File: config.mk
export PLATFORM = sky130hd
export DESIGN_NAME = rph_ram
export DESIGN_NICKNAME = d
export VERILOG_FILES = /design/src/rtl/rph_ram.sv
export SDC_FILE = /design/constraint.sdc
export NUM_CORES = 1
export LEC_CHECK = 0
export BUFFER_PORTS_ARGS = -buffer_cell sky130_fd_sc_hd__clkbuf_2
export CAP_MARGIN = 5
export CORE_MARGIN = 2
export CORE_UTILIZATION = 30
export CTS_CLUSTER_SIZE = 8
export DETAILED_ROUTE_END_ITERATION = 16
export RECOVER_POWER = 25
export SLEW_MARGIN = 20
export SYNTH_ARGS = -nofsm -noshare
export SYNTH_HDL_FRONTEND = slang
export SYNTH_SLANG_ARGS = --single-unit
File: constraint.sdc
create_clock -name clk -period 3 [get_ports clk]
set_input_delay 0.6 -clock clk [delete_from_list [all_inputs] [get_ports clk]]
set_output_delay 0.6 -clock clk [all_outputs]
set_load 0.005 [all_outputs]
File: src/rtl/rph_ram.sv
// Generic single-port-write, single-port-read RAM with registered read data.
// No dependencies.
module rph_ram #(
  parameter int WIDTH = 8,
  parameter int DEPTH = 16
) (
  input  logic                     clk,
  input  logic                     we,
  input  logic [$clog2(DEPTH)-1:0] waddr,
  input  logic [WIDTH-1:0]         wdata,
  input  logic                     re,
  input  logic [$clog2(DEPTH)-1:0] raddr,
  output logic [WIDTH-1:0]         rdata
);
  logic [WIDTH-1:0] mem [DEPTH];

  always_ff @(posedge clk) begin
    if (we) begin
      mem[waddr] <= wdata;
    end
    if (re) begin
      rdata <= mem[raddr];
    end
  end
endmodule

==> flow_summary_export.csv <==
group,metric,value,unit
clock_tree,clock-sinks,136,
pwr,p_total,0.00428,W
setup_path,endpoint_kind,"flip-flop",
die,die_w,136,um
pwr,leakage,2.02,nW
sta,layout_min_cycle_time,1.86,ns
drt,routed_wl,10300,um
grt,grt_pass1_wl,15300,um
die,die_h,136,um
clock_tree,clock_path_buffers,2,
synthesis,synth_flop_cell,"edfxtp_1",
setup_path,required,3.15,ns
setup_path,crit_chain,"clkbuf_2 -> buf_4 -> mux4_1 -> a22oi_1 -> nand2_1",
die,ios,27,
cells_and_area,finalInstanceArea,6190,sq um
die,rows,48,
synthesis,syn_avg_cell_area,22.8,sq um
setup_path,cp_slowest_stage_delay,0.38,ns
clock_tree,cts_setup_buffers,0,
hold_path,hold_class,"input port to flip-flop",
drt,wire_per_inst,20.1,um
drt,num_vias,2412,
clock_tree,cts_buffers,17,
cells_and_area,fin_util,36.1,%
cells_and_area,antenna_cells,0,
clock_tree,cts_hold_buf,0,
pwr,power.switching,0.000970,W
pwr,peakVddDrop,0.392,mV
synthesis,synth_top_area_share,78.1,%
synthesis,syn-num-nets,248,
pwr,intPower,0.00331,W
drt,postRouteAntennaNets,0,
clock_tree,htree_levels,4,
place,dp.cells,480,
sta,drv_slew,0,
setup_path,cp.arrival,2.01,ns
sta,fmax,537,MHz
synthesis,yosys-top-cells-area,"edfxtp_1 78%, mux4_2 7.8%, mux4_1 7.0%",
place,io_buffer_count,26,
clock_tree,cts_root_buf,"clkbuf_16",
sta,setup_viol,0,
grt,grt_max_degree,33,
grt,grt_pass1_vias,2433,
sta,tns,0,ns
setup_path,path_buf_inv,2,
synthesis,synth-edff-count,136,
setup_path,cpMaxStageDelayCell,"clkbuf_2",
sta,final.period_utilization,62.1,%
sta,finalHoldViolCount,0,
place,place_area,5640,sq um
synthesis,ys_seq_elements,136,
setup_path,cp-startpoint,"raddr[1]",
sta,skew,0.0247,ns
outcome,outcome,"complete, no violations",
setup_path,cp-start-kind,"input port",
grt,antenna_found_initial,0,
synthesis,syn-cell-area,5230,sq um
sta,worstMarginPinSlew,0.929,ns
cells_and_area,syn2layout_area_growth,18.5,%
die,die_area,18500,sq um
pwr,power_frac_comb,4.6,%
setup_path,crit_family,"buffers and inverters",
pwr,pwr-share-seq,50.3,%
synthesis,netlist_instances,229,
pwr,powerDensity,691,nW/um^2
cells_and_area,layout-drive-gt1-share,28.6,%
drt,first_pass_iters,5,
synthesis,seq_area_frac_synth,78.1,%
pwr,p_sw_share,22.7,%
synthesis,yosysMostFrequentCell,"edfxtp_1",
drt,via_per_inst,4.71,
synthesis,synth_warnings,0,
sta,max-slew-margin-rel,37.8,%
clock_tree,cts_resized,0,
hold_path,hold_start,"re",
setup_path,crit_fanout,15,
pwr,p_clk_share,45.1,%
synthesis,async_flop_share,0,%
sta,rsz0062_at_grt,"no",
drt,drc,0,
clock_tree,cts_tree,"built",
clock_tree,cts.clk_slew.worst_paths,0.06,ns
place,dpl.hpwl,6510,um
setup_path,critical_path_class,"input port to flip-flop",
drt,drtIter0Drc,264,
synthesis,yosys-top-cells-count,"136 x edfxtp_1, 18 x mux4_2, 16 x a22oi_1",
grt,grt-ovfl-total,0,
place,gp_congestion,0.715,
clock_tree,clock_latency,0.42,ns
synthesis,synthDistinctLibCells,18,
cells_and_area,nets,293,
synthesis,yosysTopAreaCell,"edfxtp_1",
die,core_area,17200,sq um
die,start_util,30.4,%
flow_run,cap_violations,0,
grt,grtUsageTotal,11.9,%
setup_path,r2r-start,"mem[1][5]$_DFFE_PP_",
cells_and_area,layoutNonFillerInstCount,512,
stage by stage:
stage                     setup slack, ns  hold slack, ns
after detailed placement            0.709           0.758
final                                1.14           0.654
after floorplan                     0.907           0.699
after global routing                 1.10           0.658
after CTS                            1.15           0.578
after global placement              0.753           0.727
cell type report:
type,count,area (sq um)
clock inverter,15,135
clock buffer,17,425
sequential,136,4080
tap,225,282
fill,1598,11000
timing repair buffer,36,211
multi-input combinational,83,1060
placed cells by master, fill, tap and decap left out:
cell,instances
nand3_1,1
nor3_1,4
clkinvlp_4,5
and2_1,1
mux4_2,18
nor2_1,13
inv_8,4
edfxtp_1,136
mux4_1,14
nor2b_1,1
clkinv_4,2
and2b_1,1
inv_6,4
buf_4,9
clkbuf_1,5
buf_12,1
clkbuf_16,17
nand2b_1,2
a22oi_1,16
nand3b_1,2
nand2_1,9
or3b_2,1
clkbuf_2,21
metal layers:
layer | share of wire [%] | global-route usage (%)
met4 | 0.83 | 3.65
met5 | 0 | 0
met3 | 5.9 | 3.77
met1 | 47 | 16.6
met2 | 46 | 18.0
path summary, 6_finish.rpt:
kind | endpoint | slack [ns] | cells after the start
max | rdata[5]$_DFFE_PP_ | 1.14 | 5
min | rdata[6]$_DFFE_PP_ | 0.65 | 1
max reg2reg | rdata[5]$_DFFE_PP_ | 1.43 | 3
min reg2reg | rdata[2]$_DFFE_PP_ | 0.75 | 3
cell families after synthesis:
family	after synthesis	synth area share, %
AO/OA/AOI/OAI	16	2.30
multiplexers	32	14.8
flip-flops	136	78.1
AND/OR/NAND/NOR	35	3.14
buffers and inverters	10	1.65
registers in the layout, indices dropped and copies added, names as in the netlist:
signal and count:
rdata 8, mem 128
power groups by stage:
stage,clock [W],sequential (W),combinational (W)
final,0.00193,0.00215,0.000196
after global routing,0.00206,0.00215,0.000214
after CTS,0.00197,0.00215,0.000201
after detailed placement,0,0.00219,0.000200
after global placement,0,0.00219,0.000196
after floorplan,0,0.00219,0.000108
Power figures use the tool's default switching activity.
