### config.mk
export PLATFORM = sky130hd
export DESIGN_NAME = rph_calc
export DESIGN_NICKNAME = d
export VERILOG_FILES = /design/src/rtl/rph_pkg.sv /design/src/rtl/rph_calc.sv
export SDC_FILE = /design/constraint.sdc
export NUM_CORES = 2
export LEC_CHECK = 0
export BUFFER_PORTS_ARGS = -buffer_cell sky130_fd_sc_hd__buf_4
export CORE_MARGIN = 10
export CORE_UTILIZATION = 65
export DETAILED_ROUTE_END_ITERATION = 10
export PLACE_DENSITY_LB_ADDON = 0.15
export SLEW_MARGIN = 10
export SYNTH_ARGS = -nofsm -noshare
export SYNTH_HDL_FRONTEND = slang
export SYNTH_SLANG_ARGS = --single-unit
### constraint.sdc
create_clock -name clk -period 8.7 [get_ports clk]
set_clock_uncertainty 0.05 [all_clocks]
set_input_delay 1.305 -clock clk [delete_from_list [all_inputs] [get_ports clk]]
set_output_delay 1.305 -clock clk [all_outputs]
set_load 0.05 [all_outputs]
### src/rtl/rph_pkg.sv
// Shared types and constants of the radial profile histogram.
// Used by the channel interfaces, the bin calculator and the top level.
package rph_pkg;

  localparam int CFG_IDX_W  = 2;
  localparam int CFG_DATA_W = 16;
  localparam logic [CFG_IDX_W-1:0] REG_GRID_SIZE = 2'd0;
  localparam logic [CFG_IDX_W-1:0] REG_BINS      = 2'd1;

  localparam logic [1:0] OP_ACCUM = 2'd0;
  localparam logic [1:0] OP_READ  = 2'd1;
  localparam logic [1:0] OP_CLEAR = 2'd2;

  localparam int CNT_W = 32;
  localparam int SUM_W = 48;
  localparam logic [CNT_W-1:0] CNT_MAX = '1;
  localparam logic [SUM_W-1:0] SUM_MAX = '1;

  typedef struct packed {
    logic       start;
    logic [9:0] coord_x;
    logic [9:0] coord_y;
    logic [9:0] coord_z;
    logic [9:0] rad;
    logic [8:0] n1;
  } rph_calc_req_t;

  typedef struct packed {
    logic       done;
    logic       hit;
    logic [8:0] bin;
  } rph_calc_rsp_t;

  typedef struct packed {
    logic [CNT_W-1:0] cnt;
    logic [SUM_W-1:0] sum;
  } rph_entry_t;

endpackage

### src/rtl/rph_calc.sv
// Bin calculator: squared distance, iterative square root and iterative divide.
// Depends on rph_pkg for the request and response structs.
module rph_calc import rph_pkg::*; (
  input  logic          clk,
  input  logic          rst_n,
  input  rph_calc_req_t req,
  output rph_calc_rsp_t rsp
);
  localparam logic [2:0] C_IDLE = 3'd0;
  localparam logic [2:0] C_SQ   = 3'd1;
  localparam logic [2:0] C_D2   = 3'd2;
  localparam logic [2:0] C_CMP  = 3'd3;
  localparam logic [2:0] C_SQRT = 3'd4;
  localparam logic [2:0] C_DIV  = 3'd5;
  localparam logic [2:0] C_DONE = 3'd6;
  localparam logic [2:0] C_BIN  = 3'd7;
  localparam logic [4:0] STEPS  = 5'd20;

  logic [2:0]  state_r, state_nxt;
  logic [4:0]  step_r, step_nxt;
  logic [9:0]  dx_r, dy_r, dz_r, rad_r;
  logic [8:0]  n1_r;
  logic [19:0] sqx_r, sqy_r, sqz_r, radsq_r;
  logic [17:0] n1sq_r;
  logic [21:0] d2_r;
  logic [39:0] prod_r;
  logic [21:0] rem_r;
  logic [19:0] root_r;
  logic [19:0] quo_r;
  logic [10:0] drem_r;
  logic        hit_r;
  logic [8:0]  bin_r;

  logic [21:0] rem_sh, trial;
  logic [10:0] drem_sh;
  logic [9:0]  den;

  function automatic logic [9:0] absdiff(input logic [9:0] a, input logic [9:0] b);
    return (a >= b) ? a - b : b - a;
  endfunction

  assign rem_sh  = {rem_r[19:0], prod_r[39:38]};
  assign trial   = {root_r, 2'b01};
  assign den     = rad_r - 10'd1;
  assign drem_sh = {drem_r[9:0], quo_r[19]};

  always_comb begin
    state_nxt = state_r;
    step_nxt  = step_r;
    unique case (state_r)
      C_IDLE: if (req.start) state_nxt = C_SQ;
      C_SQ:   state_nxt = C_D2;
      C_D2:   state_nxt = C_CMP;
      C_CMP: begin
        if (d2_r >= {2'b00, radsq_r} || d2_r <= 22'd1) begin
          state_nxt = C_DONE;
        end else begin
          state_nxt = C_SQRT;
          step_nxt  = '0;
        end
      end
      C_SQRT: begin
        step_nxt = step_r + 5'd1;
        if (step_r == STEPS - 5'd1) begin
          state_nxt = C_DIV;
          step_nxt  = '0;
        end
      end
      C_DIV: begin
        step_nxt = step_r + 5'd1;
        if (step_r == STEPS) state_nxt = C_BIN;
      end
      C_BIN:   state_nxt = C_DONE;
      C_DONE:  state_nxt = C_IDLE;
      default: state_nxt = C_IDLE;
    endcase
  end

  always_ff @(posedge clk) begin
    if (!rst_n) begin
      state_r <= C_IDLE;
      step_r  <= '0;
    end else begin
      state_r <= state_nxt;
      step_r  <= step_nxt;
    end
  end

  always_ff @(posedge clk) begin
    case (state_r)
      C_IDLE: begin
        dx_r  <= absdiff(req.coord_x, req.rad);
        dy_r  <= absdiff(req.coord_y, req.rad);
        dz_r  <= absdiff(req.coord_z, req.rad);
        rad_r <= req.rad;
        n1_r  <= req.n1;
      end
      C_SQ: begin
        sqx_r   <= dx_r * dx_r;
        sqy_r   <= dy_r * dy_r;
        sqz_r   <= dz_r * dz_r;
        radsq_r <= rad_r * rad_r;
        n1sq_r  <= n1_r * n1_r;
      end
      C_D2: d2_r <= 22'(sqx_r) + 22'(sqy_r) + 22'(sqz_r);
      C_CMP: begin
        prod_r <= 40'(d2_r) * 40'(n1sq_r);
        rem_r  <= '0;
        root_r <= '0;
        hit_r  <= d2_r < {2'b00, radsq_r};
        bin_r  <= '0;
      end
      C_SQRT: begin
        prod_r <= {prod_r[37:0], 2'b00};
        if (rem_sh >= trial) begin
          rem_r  <= rem_sh - trial;
          root_r <= {root_r[18:0], 1'b1};
        end else begin
          rem_r  <= rem_sh;
          root_r <= {root_r[18:0], 1'b0};
        end
      end
      C_DIV: begin
        if (step_r == 5'd0) begin
          quo_r  <= root_r - 20'(n1_r);
          drem_r <= '0;
        end else if (drem_sh >= 11'(den)) begin
          drem_r <= drem_sh - 11'(den);
          quo_r  <= {quo_r[18:0], 1'b1};
        end else begin
          drem_r <= drem_sh;
          quo_r  <= {quo_r[18:0], 1'b0};
        end
      end
      C_BIN: bin_r <= (quo_r >= 20'(n1_r)) ? n1_r : 9'(quo_r + 20'd1);
      C_DONE: ;
      default: ;
    endcase
  end

  always_comb begin
    rsp.done = (state_r == C_DONE);
    rsp.hit  = hit_r;
    rsp.bin  = bin_r;
  end
endmodule
==> impl_metrics.tcl <==
set metrics [dict create \
    slowest_delay_ns 0.69 \
    row_count 92 \
    firstDrtPassIters 5 \
    clk_path_buf_depth 3 \
    tightestPinTransition_ns 1.19 \
    tritoncts "yes" \
    muxShareOfSynthArea 0.0160 \
    fin_setup_tns_ns 0 \
    synthSimpleGateAreaFrac 0.142 \
    cpMaxStageDelayCell "edfxtp_1" \
    cap_violations 0 \
    cp_top_family "adder cells" \
    syn-cell-area_sq_um 41300 \
    async_flop_share 0 \
    ys.flop_type "edfxtp_1" \
    synth_cell_type_count 81 \
    cp_num_buf_inv 4 \
    synth_compound_area_frac 0.0794 \
    hold_viol_final 0 \
    start_util 0.656 \
    synth-adder-area-share 0.417 \
    io_pins 63 \
    end_kind "flip-flop" \
    die_x_um 272 \
    grt_pass1_wl_um 152000 \
    area_growth_pct 6.00 \
    cts_buffers 37 \
    track_usage 0.252 \
    worstPathMaxFanout 19 \
    hold_path_class "flip-flop to flip-flop" \
    ant_nets 0 \
    outcome "finished, final reports clean" \
    cp-start-kind "flip-flop" \
    path_common_cell "fa_1" \
    drc 0 \
    clock.fmax_mhz 137 \
    final_layout_size_suffix_gt1_frac 0.0454 \
    finalMaxSlewViolations 0 \
    ys_ff_latch 292 \
    clk_pin_slew_ns 0.07 \
    nNetsFinal 5412 \
    synthXorXnorAreaFrac 0.0460 \
    post_cts_resize_count 0 \
    hpwl_um 71600 \
    ctsHoldBuffers 0 \
    cts_root_buf "clkbuf_16" \
    dieArea_sq_um 74000 \
    grt_pass1_vias 29900 \
    die_h_um 272 \
    gp_congestion 0.903 \
    worstSkewPairLatency_ns 0.57 \
    drt-total-wl_um 90500 \
    cp.required_ns 8.90 \
    netlist_instances 4317 \
    synth_top_family_by_area "adder cells" \
    ys_seq_area_frac 0.210 \
    layout_min_cycle_time_ns 7.30 \
    relSlewSlack 0.204 \
    port_buffers 62 \
    post_cts_buffers 0 \
    viasPerCell 5.56 \
    grt_max_degree 93 \
    yosysWarnings 0 \
    timing.final.crit_share 0.839 \
    avgSynthCellArea_sq_um 9.56 \
    finalSetupViolCount 0 \
    vias 28800 \
    rsz0062_at_grt "false" \
    htree_num_levels 2 \
    grt_remaining_overflow 0 \
    core_area_sq_um 63000 \
    cts.sinks 292 \
    critical_path.cell_chain "and2_1 > fa_1 > inv_1 > fa_1 > fa_1 > fa_1 > inv_1 > fa_1 > inv_1 > fa_1 > inv_1 > ha_1 > a21oi_1 > o21ai_0 > a211oi_1 > o22ai_1 > o2111ai_1 > a31oi_1 > o41ai_1 > o211ai_1 > xnor2_1 > a21oi_1" \
    final_common_cell "inv_1" \
    antenna_found_initial 0 \
    synth_edf_count 284 \
    n_antenna_cell 0 \
    layout.cells.most_common_list "inv_1 (827), fa_1 (546), ha_1 (503), nand2_1 (421), and2_1 (287)" \
    drt_iter0_markers 1906 \
    crit_arrival_ns 7.50 \
    critical_path_class "flip-flop to flip-flop" \
    routedWlPerCell_um 17.5 \
]
## sequential cells by signal, indices dropped and copies added, names as in the netlist, 17 cells and up
signal   cells
rem_r       20
n1sq_r      17
d2_r        22
radsq_r     19
quo_r       20
sqz_r       19
sqx_r       19
sqy_r       19
prod_r      40
root_r      20
## through the flow
step	hold WS [ns]	std cells	setup WS (ns)	utilization	instance area, sq um
6_report	0.452	5184	1.40	0.695	43800
2_1_floorplan	0.405	4320	0.969	-	41300
4_1_cts	0.447	5184	1.40	0.695	43800
3_5_place_dp	0.449	5118	1.46	0.675	42500
3_3_place_gp	0.435	5118	1.47	0.675	42500
5_1_grt	0.471	5184	0.997	0.695	43800
## cell families (layout without fill, tap and decap cells)
| kind of cell | Yosys count | in the layout |
|---|---|---|
| buf+inv | 964 | 982 |
| xor+xnor | 217 | 217 |
| flops | 292 | 292 |
| simple gates | 1211 | 1211 |
| mux | 64 | 64 |
| fa+ha+maj | 1049 | 1049 |
| compound gates | 519 | 519 |
| other cells | 1 | 4 |
## synthesized netlist by cell type (all sizes together), types with 20 or more instances
cell / number / area share
a211oi: 22 / 0.0040
a21o: 54 / 0.0099
a21oi: 172 / 0.021
and2: 288 / 0.044
and3: 23 / 0.0035
clkbuf: 124 / 0.012
edfxtp: 284 / 0.21
fa: 546 / 0.26
ha: 503 / 0.15
inv: 827 / 0.075
mux2i: 49 / 0.012
nand2: 421 / 0.038
nand2b: 28 / 0.0042
nand3: 43 / 0.0052
nand4: 21 / 0.0032
nor2: 236 / 0.021
nor2b: 51 / 0.0077
nor3: 45 / 0.0056
o21a: 20 / 0.0036
o21ai: 122 / 0.015
o21bai: 21 / 0.0038
xnor2: 154 / 0.033
xor2: 63 / 0.013
## layout make-up
cell class	instances	area, sq um
fill	4909	19200
clock buffer	42	945
timing repair buffer	85	638
inverter	831	3120
tap	846	1060
sequential	292	8690
multi-input combinational	3064	29000
clock inverter	24	333
## final timing paths
path                                 from         end  slack, ns  cells past startpoint
worst max register to register    d2_r[5]  prod_r[38]       1.40                     22
worst min-delay path            prod_r[1]   prod_r[3]       0.45                      2
worst max-delay path              d2_r[5]  prod_r[38]       1.40                     22
worst min register to register  prod_r[1]   prod_r[3]       0.45                      2
## tightest hold or removal path: cells and delay by family, from the launching register on
family | cells | cell delay (ns)
DFF | 1 | 0.32
and+or+nand+nor | 2 | 0.10
## layer usage
metal  wire length (um)  part of all wire  global-route usage
met1              38300              0.42               0.327
met2              44100              0.49               0.434
met3               5690             0.063              0.0428
met4               2450             0.027              0.0674
met5                  0                 0                   0
Power is not shown: default switching activity piles up to over one toggle a cycle in this logic, so the estimate is an artifact.
